**src/rtl/core/pcfs_pkg.sv**
```systemverilog
// Shared types, codes and channel-step function for the palette fade sequencer.
// No dependencies.
`default_nettype none

package pcfs_pkg;

    localparam int unsigned TDATA_W    = 32;
    localparam int unsigned CFG_ADDR_W = 2;
    localparam int unsigned CFG_DATA_W = 8;

    // request opcodes
    typedef enum logic [1:0] {
        OP_TICK    = 2'd0,
        OP_WRITE   = 2'd1,
        OP_RESTART = 2'd2
    } t_op;

    // config register indexes
    localparam logic [CFG_ADDR_W-1:0] CFG_COLOR_COUNT = 2'd0;
    localparam logic [CFG_ADDR_W-1:0] CFG_STEP_WIDTH  = 2'd1;
    localparam logic [CFG_ADDR_W-1:0] CFG_FINISH_MODE = 2'd2;

    // finish modes; code 3 behaves as stop
    localparam logic [1:0] MODE_STOP     = 2'd0;
    localparam logic [1:0] MODE_WRAP     = 2'd1;
    localparam logic [1:0] MODE_PINGPONG = 2'd2;

    typedef struct packed {
        logic [7:0] red;
        logic [7:0] green;
        logic [7:0] blue;
    } t_rgb;

    typedef struct packed {
        logic reversing;
        logic halted;
    } t_seq_flags;

    // One channel step toward the target; snaps on overshoot or range exit.
    function automatic logic [7:0] move_channel(input logic [7:0] cur,
                                                input logic [7:0] tgt,
                                                input logic [7:0] w);
        logic [8:0] up;
        logic [8:0] dn;
        logic [7:0] res;
        up  = {1'b0, cur} + {1'b0, w};
        dn  = {1'b0, cur} - {1'b0, w};
        res = cur;
        if (tgt > cur) begin
            if (up[8] || (up[7:0] > tgt)) res = tgt;
            else                          res = up[7:0];
        end else if (tgt < cur) begin
            if (dn[8] || (dn[7:0] < tgt)) res = tgt;
            else                          res = dn[7:0];
        end
        return res;
    endfunction

endpackage

`default_nettype wire

```
**src/rtl/core/palette_color_fade_sequencer.sv**
```systemverilog
// Results are registered in the output stage, or in the skid stage while output is held.
// Throughput: one request per cycle while skid is empty; RAM read feeds next tick by bypass.
// Reset: synchronous, active low; clears color, target, index, flags, config and handshake.
// Palette RAM contents are not cleared; an entry is undefined until written.
// Depends on pcfs_pkg, pcfs_ram and pcfs_step.
`default_nettype none

module palette_color_fade_sequencer #(
    parameter int unsigned PALETTE_DEPTH = 16
) (
    input  wire logic                                i_clk,
    input  wire logic                                i_rst_n,
    // config write port
    input  wire logic                                i_cfg_wr_en,
    input  wire logic [pcfs_pkg::CFG_ADDR_W-1:0]     i_cfg_addr,
    input  wire logic [pcfs_pkg::CFG_DATA_W-1:0]     i_cfg_wdata,
    // request stream
    input  wire logic                                i_s_axis_tvalid,
    output logic                                     o_s_axis_tready,
    // op[1:0], entry_index[5:2], entry_red[13:6], entry_green[21:14],
    // entry_blue[29:22], zero[31:30]
    input  wire logic [pcfs_pkg::TDATA_W-1:0]        i_s_axis_tdata,
    // result stream
    output logic                                     o_m_axis_tvalid,
    input  wire logic                                i_m_axis_tready,
    // red[7:0], green[15:8], blue[23:16], finished[24], zero[31:25]
    output logic      [pcfs_pkg::TDATA_W-1:0]        o_m_axis_tdata
);

    localparam int unsigned IDX_W = $clog2(PALETTE_DEPTH);
    localparam int unsigned WW    = (IDX_W > 4) ? IDX_W + 1 : 5;

    // ---------------- config registers ----------------
    logic [4:0] r_color_count;
    logic [7:0] r_step_width;
    logic [1:0] r_finish_mode;

    always_ff @(posedge i_clk) begin
        if (!i_rst_n) begin
            r_color_count <= 5'd2;
            r_step_width  <= 8'd1;
            r_finish_mode <= pcfs_pkg::MODE_STOP;
        end else if (i_cfg_wr_en) begin
            unique case (i_cfg_addr)
                pcfs_pkg::CFG_COLOR_COUNT: r_color_count <= i_cfg_wdata[4:0];
                pcfs_pkg::CFG_STEP_WIDTH:  r_step_width  <= i_cfg_wdata;
                pcfs_pkg::CFG_FINISH_MODE: r_finish_mode <= i_cfg_wdata[1:0];
                default: ;  // unmapped index is dropped
            endcase
        end
    end

    // ---------------- request decode ----------------
    logic           s_acc;
    logic [1:0]     req_op;
    logic [3:0]     req_index;
    pcfs_pkg::t_rgb req_rgb;

    assign s_acc         = i_s_axis_tvalid && o_s_axis_tready;
    assign req_op        = i_s_axis_tdata[1:0];
    assign req_index     = i_s_axis_tdata[5:2];
    assign req_rgb.red   = i_s_axis_tdata[13:6];
    assign req_rgb.green = i_s_axis_tdata[21:14];
    assign req_rgb.blue  = i_s_axis_tdata[29:22];

    // ---------------- sequencer state ----------------
    pcfs_pkg::t_rgb       r_cur, n_cur;
    pcfs_pkg::t_rgb       r_tgt;          // target once the RAM read has landed
    logic                 r_tgt_pend;     // RAM output holds the fresh target
    pcfs_pkg::t_rgb       r_entry0;       // shadow of entry 0 for restart
    logic [IDX_W-1:0]     r_idx, n_idx;
    pcfs_pkg::t_seq_flags r_flags, n_flags;

    pcfs_pkg::t_rgb       ram_rdata;
    pcfs_pkg::t_rgb       eff_tgt;
    pcfs_pkg::t_rgb       stp_cur;
    logic [IDX_W-1:0]     stp_idx;
    pcfs_pkg::t_seq_flags stp_flags;
    logic                 stp_load;

    logic                 ram_we;
    logic                 ram_re;
    logic [IDX_W-1:0]     wr_addr;

    // target bypass: a load issued last cycle is still in the RAM output register
    assign eff_tgt = r_tgt_pend ? ram_rdata : r_tgt;

    pcfs_step #(
        .PALETTE_DEPTH (PALETTE_DEPTH)
    ) u_step (
        .i_cur         (r_cur),
        .i_tgt         (eff_tgt),
        .i_idx         (r_idx),
        .i_flags       (r_flags),
        .i_color_count (r_color_count),
        .i_step_width  (r_step_width),
        .i_finish_mode (r_finish_mode),
        .o_cur         (stp_cur),
        .o_idx         (stp_idx),
        .o_flags       (stp_flags),
        .o_load        (stp_load)
    );

    assign wr_addr = IDX_W'(req_index);

    always_comb begin
        n_cur   = r_cur;
        n_idx   = r_idx;
        n_flags = r_flags;
        ram_we  = 1'b0;
        ram_re  = 1'b0;
        if (s_acc) begin
            unique case (pcfs_pkg::t_op'(req_op))
                pcfs_pkg::OP_TICK: begin
                    n_cur   = stp_cur;
                    n_idx   = stp_idx;
                    n_flags = stp_flags;
                    ram_re  = stp_load;
                end
                pcfs_pkg::OP_WRITE: begin
                    // index beyond the palette depth is ignored
                    ram_we = (WW'(req_index) < WW'(PALETTE_DEPTH));
                end
                pcfs_pkg::OP_RESTART: begin
                    n_cur   = r_entry0;
                    n_idx   = IDX_W'(1);
                    n_flags = '0;
                    ram_re  = 1'b1;
                end
                default: ;  // unused op: state holds
            endcase
        end
    end

    pcfs_ram #(
        .WIDTH (24),
        .DEPTH (PALETTE_DEPTH)
    ) u_palette (
        .i_clk   (i_clk),
        .i_we    (ram_we),
        .i_waddr (wr_addr),
        .i_wdata (req_rgb),
        .i_re    (ram_re),
        .i_raddr (n_idx),
        .o_rdata (ram_rdata)
    );

    always_ff @(posedge i_clk) begin
        if (!i_rst_n) begin
            r_cur      <= '0;
            r_tgt      <= '0;
            r_tgt_pend <= 1'b0;
            r_idx      <= IDX_W'(1);
            r_flags    <= '0;
        end else begin
            r_cur      <= n_cur;
            r_tgt      <= eff_tgt;
            r_tgt_pend <= ram_re;
            r_idx      <= n_idx;
            r_flags    <= n_flags;
        end
    end

    always_ff @(posedge i_clk) begin
        if (ram_we && (wr_addr == '0)) r_entry0 <= req_rgb;
    end

    // ---------------- result output with skid stage ----------------
    logic [pcfs_pkg::TDATA_W-1:0] res_data;
    logic [pcfs_pkg::TDATA_W-1:0] r_out_data;
    logic [pcfs_pkg::TDATA_W-1:0] r_skid_data;
    logic                         r_out_valid;
    logic                         r_skid_valid;
    logic                         m_take;

    assign res_data = {7'd0, n_flags.halted, n_cur.blue, n_cur.green, n_cur.red};
    assign m_take   = r_out_valid && i_m_axis_tready;

    assign o_s_axis_tready = !r_skid_valid;
    assign o_m_axis_tvalid = r_out_valid;
    assign o_m_axis_tdata  = r_out_data;

    always_ff @(posedge i_clk) begin
        if (!i_rst_n) begin
            r_out_valid  <= 1'b0;
            r_skid_valid <= 1'b0;
        end else if (!r_out_valid || m_take) begin
            if (r_skid_valid) begin
                r_out_valid  <= 1'b1;
                r_skid_valid <= 1'b0;
            end else begin
                r_out_valid <= s_acc;
            end
        end else if (s_acc) begin
            r_skid_valid <= 1'b1;
        end
    end

    always_ff @(posedge i_clk) begin
        if (!r_out_valid || m_take) begin
            if (r_skid_valid) r_out_data <= r_skid_data;
            else if (s_acc)   r_out_data <= res_data;
        end else if (s_acc) begin
            r_skid_data <= res_data;
        end
    end

    // ---------------- assertions ----------------
    // skid entry only fills behind a held output
    a_skid_order: assert property (@(posedge i_clk) disable iff (!i_rst_n)
        r_skid_valid |-> r_out_valid)
        else $error("skid valid without output valid");

    // a restart clears both flags and points at entry 1
    a_restart: assert property (@(posedge i_clk) disable iff (!i_rst_n)
        (s_acc && req_op == pcfs_pkg::OP_RESTART) |=>
            (r_idx == IDX_W'(1) && r_flags == '0 && r_tgt_pend))
        else $error("restart did not reload sequence state");

    // ping-pong state never coexists with the stop-once halt
    a_flags: assert property (@(posedge i_clk) disable iff (!i_rst_n)
        r_flags.halted |-> !r_flags.reversing)
        else $error("halted while reversing");

    // a halted sequencer ignores ticks
    a_halt_hold: assert property (@(posedge i_clk) disable iff (!i_rst_n)
        (s_acc && req_op == pcfs_pkg::OP_TICK && r_flags.halted) |=>
            ($stable(r_cur) && $stable(r_idx) && !r_tgt_pend))
        else $error("tick changed state while halted");

endmodule

`default_nettype wire

```
**src/rtl/core/pcfs_ram.sv**
```systemverilog
// Generic simple dual-port RAM, one write and one registered read port.
// No dependencies.
`default_nettype none

module pcfs_ram #(
    parameter int unsigned WIDTH = 24,
    parameter int unsigned DEPTH = 16
) (
    input  wire logic                     i_clk,
    input  wire logic                     i_we,
    input  wire logic [$clog2(DEPTH)-1:0] i_waddr,
    input  wire logic [WIDTH-1:0]         i_wdata,
    input  wire logic                     i_re,
    input  wire logic [$clog2(DEPTH)-1:0] i_raddr,
    output logic      [WIDTH-1:0]         o_rdata
);

    logic [WIDTH-1:0] r_mem [DEPTH];

    always_ff @(posedge i_clk) begin
        if (i_we) r_mem[i_waddr] <= i_wdata;
    end

    always_ff @(posedge i_clk) begin
        if (i_re) o_rdata <= r_mem[i_raddr];
    end

endmodule

`default_nettype wire

```
**src/rtl/core/pcfs_step.sv**
```systemverilog
// Tick next-state: moves the color toward the target and advances the index.
// Depends on pcfs_pkg.
`default_nettype none

module pcfs_step #(
    parameter int unsigned PALETTE_DEPTH = 16
) (
    input  wire pcfs_pkg::t_rgb                      i_cur,
    input  wire pcfs_pkg::t_rgb                      i_tgt,
    input  wire logic [$clog2(PALETTE_DEPTH)-1:0]    i_idx,
    input  wire pcfs_pkg::t_seq_flags                i_flags,
    input  wire logic [4:0]                          i_color_count,
    input  wire logic [7:0]                          i_step_width,
    input  wire logic [1:0]                          i_finish_mode,
    output pcfs_pkg::t_rgb                           o_cur,
    output logic      [$clog2(PALETTE_DEPTH)-1:0]    o_idx,
    output pcfs_pkg::t_seq_flags                     o_flags,
    output logic                                     o_load
);

    localparam int unsigned IDX_W = $clog2(PALETTE_DEPTH);
    localparam int unsigned CW    = (IDX_W + 1 > 5) ? IDX_W + 1 : 5;

    pcfs_pkg::t_rgb   moved;
    logic [CW-1:0]    cnt;
    logic [CW-1:0]    last;
    logic [CW-1:0]    idx_inc;
    logic [IDX_W-1:0] idx_a;
    logic             rev_a;
    logic             halt_a;

    always_comb begin
        moved.red   = pcfs_pkg::move_channel(i_cur.red,   i_tgt.red,   i_step_width);
        moved.green = pcfs_pkg::move_channel(i_cur.green, i_tgt.green, i_step_width);
        moved.blue  = pcfs_pkg::move_channel(i_cur.blue,  i_tgt.blue,  i_step_width);

        // clamp count to 2..depth
        cnt = CW'(i_color_count);
        if (cnt < CW'(2))             cnt = CW'(2);
        if (cnt > CW'(PALETTE_DEPTH)) cnt = CW'(PALETTE_DEPTH);
        last    = cnt - CW'(1);
        idx_inc = CW'(i_idx) + CW'(1);

        idx_a  = i_idx;
        rev_a  = i_flags.reversing;
        halt_a = 1'b0;
        if (!i_flags.reversing) begin
            if (idx_inc > last) begin
                if (i_finish_mode == pcfs_pkg::MODE_WRAP) begin
                    idx_a = '0;
                end else if (i_finish_mode == pcfs_pkg::MODE_PINGPONG) begin
                    rev_a = 1'b1;
                end else begin
                    halt_a = 1'b1;
                end
            end else begin
                idx_a = idx_inc[IDX_W-1:0];
            end
        end

        o_cur   = i_cur;
        o_idx   = i_idx;
        o_flags = i_flags;
        o_load  = 1'b0;
        if (!i_flags.halted) begin
            o_cur = moved;
            if (moved == i_tgt) begin
                o_load         = 1'b1;
                o_flags.halted = halt_a;
                if (rev_a) begin
                    if (idx_a == '0) begin
                        o_idx             = IDX_W'(1);
                        o_flags.reversing = 1'b0;
                    end else begin
                        o_idx             = idx_a - IDX_W'(1);
                        o_flags.reversing = 1'b1;
                    end
                end else begin
                    o_idx             = idx_a;
                    o_flags.reversing = 1'b0;
                end
            end
        end
    end

endmodule

`default_nettype wire
```
**config.mk**
```make
export PLATFORM = sky130hd
export DESIGN_NAME = palette_color_fade_sequencer
export DESIGN_NICKNAME = d
export VERILOG_FILES = /design/src/rtl/core/pcfs_pkg.sv /design/src/rtl/core/palette_color_fade_sequencer.sv /design/src/rtl/core/pcfs_ram.sv /design/src/rtl/core/pcfs_step.sv
export SDC_FILE = /design/constraint.sdc
export NUM_CORES = 1
export LEC_CHECK = 0
export ABC_AREA = 1
export BUFFER_PORTS_ARGS = -buffer_cell sky130_fd_sc_hd__buf_2
export CAP_MARGIN = 20
export CORE_AREA = 2 2 195 273
export DETAILED_ROUTE_END_ITERATION = 6
export DIE_AREA = 0 0 197 275
export MAX_ROUTING_LAYER = met4
export PLACE_DENSITY_LB_ADDON = 0.25
export RECOVER_POWER = 50
export SLEW_MARGIN = 20
export SYNTH_ARGS = -nofsm -noshare
export SYNTH_HDL_FRONTEND = slang
export SYNTH_SLANG_ARGS = --single-unit
```
**constraint.sdc**
```tcl
create_clock -name i_clk -period 5.62 [get_ports i_clk]
set_input_delay 0.562 -clock i_clk [delete_from_list [all_inputs] [get_ports i_clk]]
set_output_delay 0.562 -clock i_clk [all_outputs]
set_load 0.01 [all_outputs]
```
==> flow_summary.yaml <==
sta:
  fmax_ghz: 0.186
  tns_ns: 0
  slew_violations: 139
  worst_pin_slew_ns: 2.05
  fin_skew_ns: 0.0211
  setup_viol: 0
  relSlewSlack: -0.368
  period_share: 0.959
  hold_violations: 0
  fin_crit_ns: 5.39
cells_and_area:
  diodes: 0
  final_layout_size_suffix_gt1_frac: 0.116
  fill_cells: 4313
  multi_input_area_mm2: 0.0108
  layout.cells.non_filler: 3978
  final_nets: 3461
  seqCellArea_mm2: 0.0152
  areaGrowthSynthToFinish_pct: 14.9
synth:
  async_flop_share: 0
  yosysTopAreaCell: "edfxtp_1"
  yosysTopAreaCellShare: 0.489
  synth.avg_cell_area_um2: 8.98
  yosysSeqAreaShare: 0.541
  synth_flop_cell: "edfxtp_1"
  synth.ff_latch_count: 530
  synthTopCellsByArea: "edfxtp_1, nand3_1, nand2_1"
  synth_edf_count: 458
  synth_cell_types: 47
  synth_area_mm2: 0.0281
  yosysWarnings: 0
  synth_cells: 3130
power:
  switching_power_uw: 3010
  power.internal_uw: 7310
  ir_worst_vdd_uv: 328
  switching_share: 0.292
  pwr-share-clk: 0.355
  p_leak_uw: 0.0142
  power_density_mw_per_mm2: 320
  pwr-share-seq: 0.425
  combPwrFrac: 0.220
setup_path:
  r2r_end: "u_palette.o_rdata[11]"
  path_class: "flip-flop to flip-flop"
  critical-path-max-stage-delay_ns: 0.41
  r2r_cells: 34
  endpoint: "u_palette.o_rdata[11]"
  worst_setup_path_start_kind: "flip-flop"
  r2r_slack_ns: 0.23
  crit-reg2reg-launch: "r_step_width[0]"
  crit_slowest_cell: "fa_1"
  startpoint: "r_step_width[0]"
  crit_arrival_ns: 5.73
  crit_required_ns: 5.97
  cp-end-kind: "flip-flop"
  path_max_fanout: 27
run_status:
  run_status: "complete, but fails checks"
  failed_checks: "max-capacitance violations, max-slew violations"
clock_network:
  clock_sinks: 530
  cts_buffer_depth: 3
  root_buffer: "clkbuf_16"
  clk_pin_slew_worst_paths_ns: 0.07
  htree_levels: 2
  cts_tree: "yes"
  hold_buffers: 0
  clock_latency_ns: 0.60
  cts_made_buffers: 50
floorplanning:
  core.rowCount: 99
  initial_utilization: 0.543
  die_y_um: 275
  die_w_um: 197
  pin_count: 81
  fp.dieArea_mm2: 0.0542
  coreArea_mm2: 0.0518
global_route:
  groute.layer.met2.usage: 0.527
  antenna_found_initial: 0
  busiest_layer: "met2"
  grt_pass1_wl_mm: 120
  grt_start_max_net_pins: 70
  grtUsageMet3: 0.0326
  grt_usage: 0.299
  grt.met1_usage: 0.333
  gr-total-overflow: 0
  grt_pass1_vias: 21500
placed_design:
  hpwl_mm: 54.8
  dp_cells: 3869
  gp_congestion: 1.00
  io_buffers: 71
route:
  drt-pass1-iter-count: 6
  wire_per_inst_um: 20.0
  detail-route-antenna-nets: 0
  num_vias: 22300
  via_per_inst: 5.60
  drt-initial-drc-count: 1589
  drcViolationCount: 0
  routed_wl_mm: 79.7
run:
  cap_violations: 4
worst_hold_path:
  hp-class: "input port to flip-flop"
  hp-start: "i_cfg_wdata[3]"
layout by cell type, fill, tap and decap left out, types with 6 or more instances in the layout:
master	n
o21ai_1	31
edfxtp_1	458
xor2_2	10
a211oi_1	6
nand3b_1	7
nor2_1	110
buf_6	6
conb_1	7
nor2_2	16
or2_2	15
inv_1	425
nand3_1	593
nand2_2	10
clkinvlp_4	6
buf_12	25
dfxtp_1	68
nand4_1	20
clkinv_2	11
a21oi_1	80
o211ai_1	12
inv_2	10
bufinv_16	10
xor2_1	17
nor3_1	9
o21ai_0	68
nand2_1	762
clkbuf_1	61
clkinv_1	8
buf_2	18
o21ai_2	8
buf_4	135
a22oi_1	19
ha_1	118
clkbuf_16	54
o221ai_1	20
worst min-delay path by stage:
stage	cells past startpoint	slack (ns)	to
after global routing	3	0.22	r_color_count[3]
after CTS	3	0.20	r_color_count[3]
after global placement	2	0.45	r_color_count[0]
final	3	0.22	r_color_count[3]
after floorplan	2	0.44	r_color_count[0]
after detailed placement	2	0.48	r_color_count[0]
through the flow:
stage               total power [uW]  hold WS (ns)  worst slack (ns)  utilization  area (um^2)
finish                         10300         0.222             0.230        0.624        32300
global route                   10800         0.225           -0.0239        0.624        32300
CTS                            10300         0.201          0.000479        0.616        31900
detailed placement              6620         0.480           -0.0942        0.582        30100
global placement                6580         0.454           -0.0798        0.582        30100
floorplan                       5870         0.445              1.12            -        28100
layout make-up:
type                    count  share of cell area
flip-flops and latches    530               0.471
multi-input cells        2011               0.334
repair buffers            248              0.0633
inverters                 440              0.0514
clock buffers              56              0.0404
well taps                 656              0.0254
clock inverters            37              0.0150
power groups by stage:
stage | registers [uW] | clock network (uW) | logic, uW
6_report | 4390 | 3670 | 2270
5_1_grt | 4400 | 3860 | 2520
4_1_cts | 4390 | 3720 | 2160
3_5_place_dp | 4470 | 0 | 2150
3_3_place_gp | 4470 | 0 | 2110
2_1_floorplan | 4480 | 0 | 1390
worst max-delay path: cells and delay by family, from the launching register on:
family / cells / cell delay, ns
buffers and inverters: 7 / 1.09
AO/OA/AOI/OAI: 3 / 0.49
AND/OR/NAND/NOR: 20 / 2.14
flip-flops: 1 / 0.33
XOR/XNOR: 1 / 0.25
adder cells (fa/ha/maj): 3 / 0.82
logic make-up (layout without fill, tap and decap cells):
group	Yosys count	count (layout)	share of synthesized area
other	1	7	0.000133
AND/OR/NAND/NOR	1566	1568	0.243
AO/OA/AOI/OAI	273	273	0.0582
buffers and inverters	597	781	0.0881
XOR/XNOR	30	30	0.00935
adder cells (fa/ha/maj)	133	133	0.0608
flip-flops	530	530	0.541
sequential cells by signal, summed over array words and instances, names as in the netlist:
register / flops
u_palette.r_mem: 361
o_m_axis_tdata: 25
r_skid_data: 25
r_cur: 24
r_tgt: 24
u_palette.o_rdata: 24
r_entry0: 23
r_step_width: 8
r_color_count: 5
r_idx: 4
r_finish_mode: 2
r_flags: 2
o_m_axis_tvalid: 1
r_skid_valid: 1
r_tgt_pend: 1
per-layer routing:
layer | vias to the layer above | part of all wire | wire, um
met1 | 10500 | 0.37 | 29800
met2 | 777 | 0.51 | 40700
met5 | - | 0 | 0
met4 | 0 | 0.058 | 4650
li1 | 10800 | - | -
met3 | 221 | 0.056 | 4460
Yosys cell counts, types with 2 or more instances:
cell type,number
ha_1,127
fa_1,6
o21ai_1,29
nand3_1,597
a21boi_0,5
buf_1,9
edfxtp_1,458
nand3b_1,7
clkinv_1,4
nand4_1,20
a22oi_1,19
xor2_1,27
nor2_4,2
o221ai_1,20
or2_0,2
nor2_1,126
o211ai_1,12
inv_2,11
buf_2,52
nand2_1,767
dfxtp_1,72
or2_1,4
xnor2_1,3
o21ai_2,6
and2_1,2
a211oi_1,6
a221oi_1,4
buf_4,23
or2_2,16
buf_6,11
nor3_1,11
inv_1,425
a21o_1,2
o22ai_1,3
nand2_2,9
o21ai_0,72
clkbuf_1,61
o21bai_1,5
o31ai_1,2
a21oi_1,81
a31o_2,5
nand3_2,2
timing repair:
| item | 4_1_cts | 5_1_grt |
|---|---|---|
| cloned | 0 | 6 |
| pin swaps | 0 | 9 |
| setup endpoints to repair | 24 | 25 |
| setup buffers | 0 | 10 |
| gates resized for setup | 2 | 64 |
Power figures use the tool's default switching activity.
